## config.mk

```make
export PLATFORM = sky130hd
export DESIGN_NAME = indexed_list_table
export DESIGN_NICKNAME = d
export VERILOG_FILES = /design/src/design/ilt_pkg.sv /design/src/design/indexed_list_table.sv /design/src/design/ilt_ram.sv
export SDC_FILE = /design/constraint.sdc
export NUM_CORES = 2
export LEC_CHECK = 0
export BUFFER_PORTS_ARGS = -buffer_cell sky130_fd_sc_hd__buf_2
export CAP_MARGIN = 40
export CORE_ASPECT_RATIO = 2
export CORE_UTILIZATION = 58
export DETAILED_ROUTE_END_ITERATION = 8
export PLACE_DENSITY = 0.73
export SLEW_MARGIN = 15
export SYNTH_ARGS = -nofsm -noshare
export SYNTH_HDL_FRONTEND = slang
export SYNTH_HIERARCHICAL = 1
export SYNTH_SLANG_ARGS = --single-unit
```

## constraint.sdc

```tcl
create_clock -name clk -period 6.6 [get_ports clk]
set_input_delay 1.32 -clock clk [delete_from_list [all_inputs] [get_ports clk]]
set_output_delay 1.32 -clock clk [all_outputs]
set_load 0.05 [all_outputs]
```

## src/design/ilt_pkg.sv

```systemverilog
package ilt_pkg;

    // Operation codes carried on the action port; code 7 is spare
    typedef enum logic [2:0] {
        ACT_APPEND = 3'd0,
        ACT_READ   = 3'd1,
        ACT_FIND   = 3'd2,
        ACT_WRITE  = 3'd3,
        ACT_REMOVE = 3'd4,
        ACT_CLEAR  = 3'd5,
        ACT_COUNT  = 3'd6
    } action_t;

    typedef enum logic [1:0] {
        ST_OK        = 2'd0,
        ST_BOUNDS    = 2'd1,
        ST_FULL      = 2'd2,
        ST_NOT_FOUND = 2'd3
    } status_t;

    typedef enum logic [3:0] {
        FSM_IDLE  = 4'b0001,
        FSM_READ  = 4'b0010,
        FSM_FIND  = 4'b0100,
        FSM_SHIFT = 4'b1000
    } fsm_t;

    localparam int POS_W    = 6;
    localparam int ITEM_W   = 32;
    localparam int COUNT_W  = 7;
    localparam int STATUS_W = 2;

endpackage

```

## src/design/indexed_list_table.sv

```systemverilog
// Indexed list table: an ordered list of up to DEPTH item words held in one
// synchronous RAM, with a count register. Issue an operation by raising start
// while busy is low; the operation is transferred at that clock edge. Exactly
// one result follows for every operation: done is high for a single cycle and
// status, read_item, found_position and entry_count are valid in that cycle
// only. The receiver cannot stall the block, so capture the result when done
// is seen. Append, write, clear, report count and every rejected operation
// finish without leaving idle (a new operation may be issued at the very next edge).
// A read passes through the READ state for the registered RAM read. Find walks the
// list one entry per cycle through the RAM read port until a match or the
// last entry; an empty list is answered not found without a walk.
// Remove shifts later entries down one per cycle, each step a RAM read of
// entry i+1 and a write to entry i; removing the top entry shifts nothing.
// busy stays high while a read, find or remove is under way.
// Entries beyond the count are never read, so the RAM needs no clearing pass
// after reset and clear only resets the count.
module indexed_list_table #(
    parameter int DEPTH      = 64,
    parameter int ITEM_WIDTH = 32
) (
    input  logic        clk,
    input  logic        rst_n,
    input  logic        start,
    output logic        busy,
    output logic        done,
    input  logic [2:0]  action,
    input  logic [5:0]  position,
    input  logic [31:0] item_value,
    output logic [1:0]  status,
    output logic [31:0] read_item,
    output logic [5:0]  found_position,
    output logic [6:0]  entry_count
);

    localparam int AW  = $clog2(DEPTH);
    localparam int CW  = $clog2(DEPTH + 1);
    localparam int PW  = CW + ilt_pkg::POS_W;
    localparam int CW1 = CW + 1;

    ilt_pkg::fsm_t    state_reg, state_next;
    logic [CW-1:0]    cnt_reg, cnt_next;
    logic [AW-1:0]    idx_reg, idx_next;
    logic [ITEM_WIDTH-1:0] key_reg, key_next;
    logic             done_reg, done_next;
    ilt_pkg::status_t status_reg, status_next;
    logic [31:0]      rd_item_reg, rd_item_next;
    logic [5:0]       found_reg, found_next;

    // RAM ports
    logic                  we;
    logic [AW-1:0]         waddr;
    logic [ITEM_WIDTH-1:0] wdata;
    logic [AW-1:0]         raddr;
    logic [ITEM_WIDTH-1:0] rdata;

    logic [63:0]           val_wide;
    logic [ITEM_WIDTH-1:0] val;
    logic [63:0]           rd_wide;
    logic                  accept;
    logic                  pos_oob;
    logic                  find_last;
    logic                  shift_more;

    ilt_ram #(
        .WIDTH (ITEM_WIDTH),
        .DEPTH (DEPTH)
    ) u_ram (
        .clk     (clk),
        .wr_en   (we),
        .wr_addr (waddr),
        .wr_data (wdata),
        .rd_addr (raddr),
        .rd_data (rdata)
    );

    // Cut the incoming word to the stored width
    assign val_wide = 64'(item_value);
    assign val      = val_wide[ITEM_WIDTH-1:0];

    always_comb
    begin
        rd_wide = '0;
        rd_wide[ITEM_WIDTH-1:0] = rdata;
    end

    assign accept  = start && (state_reg == ilt_pkg::FSM_IDLE);
    assign pos_oob = PW'(position) >= PW'(cnt_reg);

    // Find: the word in rdata belongs to idx_reg; stop after the last entry
    assign find_last  = (CW1'(idx_reg) + CW1'(1)) == CW1'(cnt_reg);
    // Remove: another step is due while the next source index is below count
    assign shift_more = (CW1'(idx_reg) + CW1'(2)) < CW1'(cnt_reg);

    always_comb
    begin
        state_next   = state_reg;
        cnt_next     = cnt_reg;
        idx_next     = idx_reg;
        key_next     = key_reg;
        done_next    = 1'b0;
        status_next  = status_reg;
        rd_item_next = rd_item_reg;
        found_next   = found_reg;
        we           = 1'b0;
        waddr        = idx_reg;
        wdata        = rdata;
        raddr        = AW'(position);

        unique case (state_reg)
            ilt_pkg::FSM_IDLE:
            begin
                if (accept)
                begin
                    // Default result: ok, no item, no index
                    status_next  = ilt_pkg::ST_OK;
                    rd_item_next = '0;
                    found_next   = '0;
                    key_next     = val;
                    unique case (ilt_pkg::action_t'(action))
                        ilt_pkg::ACT_APPEND:
                        begin
                            done_next = 1'b1;
                            if (cnt_reg == CW'(DEPTH))
                            begin
                                status_next = ilt_pkg::ST_FULL;
                            end
                            else
                            begin
                                we       = 1'b1;
                                waddr    = AW'(cnt_reg);
                                wdata    = val;
                                cnt_next = cnt_reg + CW'(1);
                            end
                        end
                        ilt_pkg::ACT_READ:
                        begin
                            if (pos_oob)
                            begin
                                done_next   = 1'b1;
                                status_next = ilt_pkg::ST_BOUNDS;
                            end
                            else
                            begin
                                raddr      = AW'(position);
                                state_next = ilt_pkg::FSM_READ;
                            end
                        end
                        ilt_pkg::ACT_FIND:
                        begin
                            if (cnt_reg == '0)
                            begin
                                done_next   = 1'b1;
                                status_next = ilt_pkg::ST_NOT_FOUND;
                            end
                            else
                            begin
                                raddr      = '0;
                                idx_next   = '0;
                                state_next = ilt_pkg::FSM_FIND;
                            end
                        end
                        ilt_pkg::ACT_WRITE:
                        begin
                            done_next = 1'b1;
                            if (pos_oob)
                            begin
                                status_next = ilt_pkg::ST_BOUNDS;
                            end
                            else
                            begin
                                we    = 1'b1;
                                waddr = AW'(position);
                                wdata = val;
                            end
                        end
                        ilt_pkg::ACT_REMOVE:
                        begin
                            if (pos_oob)
                            begin
                                done_next   = 1'b1;
                                status_next = ilt_pkg::ST_BOUNDS;
                            end
                            else if ((PW'(position) + PW'(1)) == PW'(cnt_reg))
                            begin
                                // Removing the top entry: nothing to shift
                                done_next = 1'b1;
                                cnt_next  = cnt_reg - CW'(1);
                            end
                            else
                            begin
                                idx_next   = AW'(position);
                                raddr      = AW'(position) + AW'(1);
                                state_next = ilt_pkg::FSM_SHIFT;
                            end
                        end
                        ilt_pkg::ACT_CLEAR:
                        begin
                            done_next = 1'b1;
                            cnt_next  = '0;
                        end
                        ilt_pkg::ACT_COUNT:
                        begin
                            done_next = 1'b1;
                        end
                        default:
                        begin
                            // Spare code: report the count
                            done_next = 1'b1;
                        end
                    endcase
                end
            end
            ilt_pkg::FSM_READ:
            begin
                rd_item_next = rd_wide[31:0];
                done_next    = 1'b1;
                state_next   = ilt_pkg::FSM_IDLE;
            end
            ilt_pkg::FSM_FIND:
            begin
                raddr = idx_reg + AW'(1);
                if (rdata == key_reg)
                begin
                    found_next  = 6'(idx_reg);
                    done_next   = 1'b1;
                    state_next  = ilt_pkg::FSM_IDLE;
                end
                else if (find_last)
                begin
                    status_next = ilt_pkg::ST_NOT_FOUND;
                    done_next   = 1'b1;
                    state_next  = ilt_pkg::FSM_IDLE;
                end
                else
                begin
                    idx_next = idx_reg + AW'(1);
                end
            end
            ilt_pkg::FSM_SHIFT:
            begin
                // Move entry idx+1 down into idx
                we    = 1'b1;
                waddr = idx_reg;
                wdata = rdata;
                raddr = idx_reg + AW'(2);
                if (shift_more)
                begin
                    idx_next = idx_reg + AW'(1);
                end
                else
                begin
                    cnt_next   = cnt_reg - CW'(1);
                    done_next  = 1'b1;
                    state_next = ilt_pkg::FSM_IDLE;
                end
            end
            default:
            begin
                state_next = ilt_pkg::FSM_IDLE;
            end
        endcase
    end

    always_ff @(posedge clk or negedge rst_n)
    begin
        if (!rst_n)
        begin
            state_reg <= ilt_pkg::FSM_IDLE;
            cnt_reg   <= '0;
            done_reg  <= 1'b0;
        end
        else
        begin
            state_reg <= state_next;
            cnt_reg   <= cnt_next;
            done_reg  <= done_next;
        end
    end

    // Result and walk registers: no reset needed
    always_ff @(posedge clk)
    begin
        idx_reg     <= idx_next;
        key_reg     <= key_next;
        status_reg  <= status_next;
        rd_item_reg <= rd_item_next;
        found_reg   <= found_next;
    end

    assign busy           = (state_reg != ilt_pkg::FSM_IDLE);
    assign done           = done_reg;
    assign status         = status_reg;
    assign read_item      = rd_item_reg;
    assign found_position = found_reg;
    assign entry_count    = 7'(cnt_reg);

endmodule

```

## src/design/ilt_ram.sv

```systemverilog
module ilt_ram #(
    parameter int WIDTH = 32,
    parameter int DEPTH = 64
) (
    input  logic                     clk,
    input  logic                     wr_en,
    input  logic [$clog2(DEPTH)-1:0] wr_addr,
    input  logic [WIDTH-1:0]         wr_data,
    input  logic [$clog2(DEPTH)-1:0] rd_addr,
    output logic [WIDTH-1:0]         rd_data
);

    logic [WIDTH-1:0] mem [DEPTH];

    always_ff @(posedge clk)
    begin
        if (wr_en)
        begin
            mem[wr_addr] <= wr_data;
        end
    end

    // Registered read port
    always_ff @(posedge clk)
    begin
        rd_data <= mem[rd_addr];
    end

endmodule

```

* After elaboration in Yosys (flattened, before gate mapping) *
Memories as Yosys holds them, arrays and structs flattened. A register that Yosys moved wholly into a read port is not among the register bits.
Cells that the tools add are included.

word-level totals
  flip-flop bits (word level) = 90
  RAM bits = 2,048
  input port bits = 44
  output and inout port bits = 49
  logic and storage cells = 137
  memories = 1

memories
  name       depth  bits a word  rd ports  clocked after memory_dff  wr ports  line           source
  u_ram.mem  64     32           1         1                         1         ilt_ram.sv:13  logic [WIDTH-1:0] mem [DEPTH];

operators by class
  add/sub/neg operators = 8
  $lt $le $gt $ge = 2
  eq/ne operators = 31
  muxes and demuxes = 72
  reduce and logical (&&, ||, !) cells = 15

operators by type and width
  cell                   count
  $mux W32               5
  $pmux W32 S2           2
  $mux W6                17
  $pmux W6 S2            4
  $pmux W6 S3            2
  $mux W7                5
  $eq A32 B32 Y1         1
  $mux W4                8
  $pmux W4 S3            2
  $ne A3 B3 Y1 const B   7
  $pmux W7 S3            1
  $add A6 B1 Y7 const B  2
  $eq A7 B7 Y1           2
  $mux W1                14
  $ne A2 B2 Y1 const B   7
  $pmux W7 S2            1
  $add A6 B1 Y6 const B  2
  $ne A4 B1 Y1 const B   3
  $mux W2                5
  $reduce_and A9 Y1      1
  $reduce_and A8 Y1      1
  $add A6 B2 Y7 const B  1
  $add A7 B1 Y7 const B  1
  $eq A7 B7 Y1 const B   1
  other kinds (27)       33

* Depth between registers and ports, before layout *
  depth after elaboration = 7
  depth in mapped cells = 21

* Cells and area by module *
The synthesis kept the hierarchy.

by module, submodules not included
  module              instances  cells each  area each (um^2)  sequential area each (um^2)
  ilt_ram             1          3,511       79,039.6          62,139.6
  indexed_list_table  1          559         5,809.3           2,643.8

* Least setup slack after synthesis *
Ideal clock, no wire load.

  path kind = input-to-reg
  from = in position[0]
  to = mem u_ram.mem[28][0], enable pin
  library setup time = 0.421 ns
  arrival = 5.471 ns
  path slack = 0.708 ns
  stages = 17
  path buffers = 5
  cells stage by stage = buf_2 > inv_1 > ha_1 > nor2b_1 > o21ai_0 > a21oi_1 > a31oi_1 > or3_1 > buf_2 > buf_6 > nand2_1 > o21ai_0 > clkbuf_1 > or3b_2 > or2_2 > clkbuf_1 > nor2_1

on the way
  elaborated cells between the ends (all ways) = 11
  classes of those cells = order compare (1); mux (10)

RTL lines
  what                line                       source
  start: declaration  indexed_list_table.sv:27   input logic [5:0] position,
  $ge A6 B7 Y1        indexed_list_table.sv:87   assign pos_oob = PW'(position) >= PW'(cnt_reg);
  $mux W6             indexed_list_table.sv:165  if (pos_oob)
  $pmux W6 S2         indexed_list_table.sv:119  unique case (ilt_pkg::action_t'(action))
  $mux W6             indexed_list_table.sv:112  if (accept)
  $mux W6             indexed_list_table.sv:109  unique case (state_reg)
  via waddr[1]        indexed_list_table.sv:51   logic [AW-1:0] waddr;
  end: declaration    ilt_ram.sv:13

The timed path passes the listed nets, and every way through them passes these cells.

* Worst setup path in the final report *
  from = reg cnt_reg[5], in the netlist entry_count[5]
  to = reg u_ram.rd_data[16] (read register of u_ram.mem)

on the way
  longest elaborated chain between the ends = 6
  elaborated cells between the ends (all ways) = 9
  classes of those cells = order compare (1); eq/ne (1); mux (6); reduce/logical (1)

RTL lines
  what                                                  line                       source
  start: declaration                                    indexed_list_table.sv:41   logic [CW-1:0] cnt_reg, cnt_next;
  start signal: assignment                              indexed_list_table.sv:275  cnt_reg <= cnt_next;
  branches (longest 3 deep; another with $ge A6 B7 Y1)  --
  $pmux W6 S2 (*)                                       indexed_list_table.sv:119
  $mux W6 (*)                                           indexed_list_table.sv:112
  $pmux W6 S3 (*)                                       indexed_list_table.sv:109
  via raddr[0]                                          indexed_list_table.sv:53   logic [AW-1:0] raddr;
  end: declaration                                      ilt_ram.sv:10              output logic [WIDTH-1:0] rd_data

Mark *: on every way through the listed nets, which the timed path passes.
A chain may end at the register's enable or synchronous reset.

==> impl_metrics.py <==
metrics = {
    "outcome": {
        "status": "completed",
    },
    "grt": {
        "grt_pass1_vias": 44640,
        "antenna_found_initial": 6,
        "grt.overflow.total": 0,
        "track_usage": 0.3059,
        "grt_pass1_wl_um": 316800,
        "grt_max_degree": 65,
    },
    "placement": {
        "dp_hpwl_um": 137200,
        "place_area_mm2": 0.08988,
        "dp_cells": 6060,
        "io_buffers": 92,
        "gp_congestion": 0.9514,
    },
    "drt": {
        "drc": 0,
        "first_pass_iters": 8,
        "route.vias.total": 43230,
        "ant_nets": 0,
        "drt_wl_total_um": 222900,
        "via_per_inst": 6.780,
        "wire_per_inst_um": 34.95,
        "first_iter_violations": 5398,
    },
    "clock_tree": {
        "cts.sinks": 2170,
        "cts_buffers": 174,
        "cts_setup_buffers": 0,
        "cts-hold-fix-buffers": 0,
        "cts.path.max_buffers": 4,
        "root_buffer": "clkbuf_16",
        "cts_tree": "done",
        "ctsResizeCount": 0,
        "htree_levels": 4,
        "insertion_delay_ns": 0.82,
        "clk_pin_slew_ns": 0.08,
    },
    "floorplan": {
        "die_h_um": 542.9,
        "die_area_mm2": 0.1479,
        "start_util": 0.5835,
        "die_width_um": 272.5,
        "core_mm2": 0.1454,
        "rows": 198,
        "ioPinCount": 93,
    },
    "layout": {
        "final_area_mm2": 0.09562,
        "fillCellCount": 9056,
        "largest_reg_flops": 2048,
        "final-instance-count-excl-fill": 6376,
        "nets": 4403,
        "post-route-util": 0.6575,
        "most-common-layout-cells": "edfxtp_1, mux4_2, mux2i_1, clkbuf_16, a22oi_1",
        "syn2layout_area_growth_pct": 12.70,
        "regMostFlops": "u_ram/mem",
        "drive_above_1_share": 0.2584,
        "layout_commonest_cell": "edfxtp_1",
    },
    "yosys": {
        "synth_xor_area_frac": 0.005427,
        "synthSimpleGateAreaFrac": 0.02653,
        "synth.distinct_cells": 76,
        "synth_nets": 4132,
        "synthArstFlopShare": 0.005530,
        "ys.flop_type": "edfxtp_1",
        "syn_avg_cell_area_um2": 20.85,
        "synthMuxAreaShare": 0.1451,
        "ys_seq_area_frac": 0.7635,
        "synth-edff-count": 2126,
        "synthAdderAreaFrac": 0.002654,
        "netlist_instances": 4070,
        "syn_area_mm2": 0.08485,
        "synth_top_family_by_area": "multiplexers",
        "synth_compound_area_frac": 0.03880,
        "synth-seq-cells": 2170,
        "yosys_warnings": 6,
    },
    "timing": {
        "rsz0062_at_grt": "no",
        "setup_viol": 0,
        "worstMarginPinSlew_ns": 0.9366,
        "fin_crit_sh": 0.8406,
        "drv_slew": 0,
        "tns_ns": 0,
        "final_hold_viol_count": 0,
        "period_minus_slack_ns": 5.548,
        "maxSlewHeadroom": 0.3690,
        "clock.fmax_mhz": 180.2,
        "finClkSkew_ns": 0.04445,
    },
    "hold_path": {
        "hold_path.class": "in2async",
    },
    "pwr": {
        "vdd_drop_max_uv": 258.3,
        "power_leakage_nw": 30.60,
        "p_per_area_mw_per_mm2": 343.2,
    },
    "critical_path": {
        "end_kind": "flop",
        "worstSetupStartpointType": "flop",
        "crit_type": "reg2reg",
        "cp_max_fo": 33,
        "critPathRequiredTime_ns": 7.29,
        "arrival_ns": 6.24,
        "reg2reg_from": "entry_count[5]",
        "crit_start": "entry_count[5]",
    },
    "job": {
        "maxCapViolations": 0,
    },
}
## power by group
group | switching (mW) | internal, mW | total (mW)
sequential | 0.256 | 16.7 | 17.0
clock | 4.73 | 5.80 | 10.5
combinational | 3.57 | 1.72 | 5.29
## area by class of cell
cell class / count / area (um^2) / area share
Inverter: 21 / 78.83 / 0.0008243
Tap cell: 1900 / 2377 / 0.02486
Multi-Input combinational cell: 1644 / 19120 / 0.2000
Clock buffer: 214 / 4671 / 0.04885
Sequential cell: 2170 / 64780 / 0.6775
Antenna cell: 3 / 7.507 / 0.00007851
Clock inverter: 94 / 978.4 / 0.01023
Timing Repair Buffer: 330 / 3603 / 0.03768
## worst max-delay path, stage by stage (launching register included)
cell and delay (ns):
dfrtp_1 0.75, inv_1 0.20, ha_1 0.36, a21oi_1 0.07, a21oi_1 0.27, a21oi_1 0.08, buf_4 0.19, and2_1 0.20
nand2_1 0.33, nand2_1 0.16, a221oi_4 0.35, buf_12 0.24, buf_12 0.24, buf_12 0.30, mux2i_1 0.45, o221ai_1 0.39
a31oi_1 0.47, o32a_1 0.25, nor2_1 0.05
## Yosys cell counts (7+ instances only)
| master | count | area share |
|---|---|---|
| a211o_1 | 9 | 0.00093 |
| a211oi_1 | 26 | 0.0023 |
| a21oi_1 | 52 | 0.0031 |
| a221oi_1 | 8 | 0.00083 |
| a22o_1 | 13 | 0.0013 |
| a22oi_1 | 133 | 0.012 |
| a311o_1 | 12 | 0.0014 |
| a311oi_1 | 7 | 0.00072 |
| a31oi_1 | 27 | 0.0020 |
| and2_1 | 41 | 0.0030 |
| and3_1 | 14 | 0.0010 |
| and4_1 | 7 | 0.00072 |
| buf_1 | 8 | 0.00035 |
| buf_2 | 63 | 0.0037 |
| buf_4 | 29 | 0.0026 |
| buf_6 | 36 | 0.0048 |
| clkbuf_1 | 90 | 0.0040 |
| dfrtp_1 | 11 | 0.0032 |
| dfxtp_1 | 32 | 0.0076 |
| edfxtp_1 | 2126 | 0.75 |
| ha_1 | 18 | 0.0027 |
| inv_1 | 20 | 0.00088 |
| mux2_1 | 14 | 0.0019 |
| mux2_2 | 18 | 0.0024 |
| mux2i_1 | 189 | 0.022 |
| mux4_2 | 446 | 0.12 |
| nand2_1 | 76 | 0.0034 |
| nand2b_1 | 11 | 0.00081 |
| nand3_1 | 69 | 0.0041 |
| nand3b_1 | 9 | 0.00080 |
| nand4_1 | 9 | 0.00066 |
| nor2_1 | 124 | 0.0055 |
| nor2b_1 | 24 | 0.0018 |
| nor3_1 | 14 | 0.00083 |
| nor4_1 | 11 | 0.00081 |
| o211ai_1 | 20 | 0.0018 |
| o21ai_0 | 60 | 0.0035 |
| o221ai_1 | 16 | 0.0017 |
| o22a_1 | 12 | 0.0012 |
| o22ai_1 | 49 | 0.0036 |
| or2_2 | 8 | 0.00059 |
| xnor2_1 | 10 | 0.0010 |
| xor2_1 | 40 | 0.0041 |
## worst paths after layout
path / to / slack (ns) / cells past startpoint
worst max-delay path: u_ram/rd_data[16] / 1.05 / 18
worst min-delay path: entry_count[0] / 0.43 / 1
worst max register to register: u_ram/rd_data[16] / 1.05 / 18
worst min register to register: state_reg[0] / 0.62 / 2
max in group asynchronous: state_reg[0] / 5.82 / 1
min in group clk: state_reg[0] / 0.62 / 2
## layer usage
| layer | wire length (um) | global-route usage | vias up |
|---|---|---|---|
| li1 | - | - | 17504 |
| met1 | 72280 | 0.3517 | 22565 |
| met2 | 120000 | 0.5495 | 2541 |
| met3 | 17290 | 0.04384 | 612 |
| met4 | 13200 | 0.1641 | 8 |
| met5 | 53 | 0 | - |
## cells by family after synthesis
group | Yosys count
compound gates | 466
mux | 668
buf+inv | 256
flops | 2170
xor+xnor | 51
fa+ha+maj | 18
simple gates | 441
## metrics by stage
step	power [mW]	setup slack (ns)	hold slack (ns)
floorplan	20.29	0.7081	0.5437
global placement	22.13	0.4290	0.5880
detailed placement	22.47	0.3311	0.6043
CTS	32.81	1.140	0.4013
global route	33.58	0.7976	0.4295
finish	32.82	1.052	0.4293
Power figures use the tool's default switching activity.
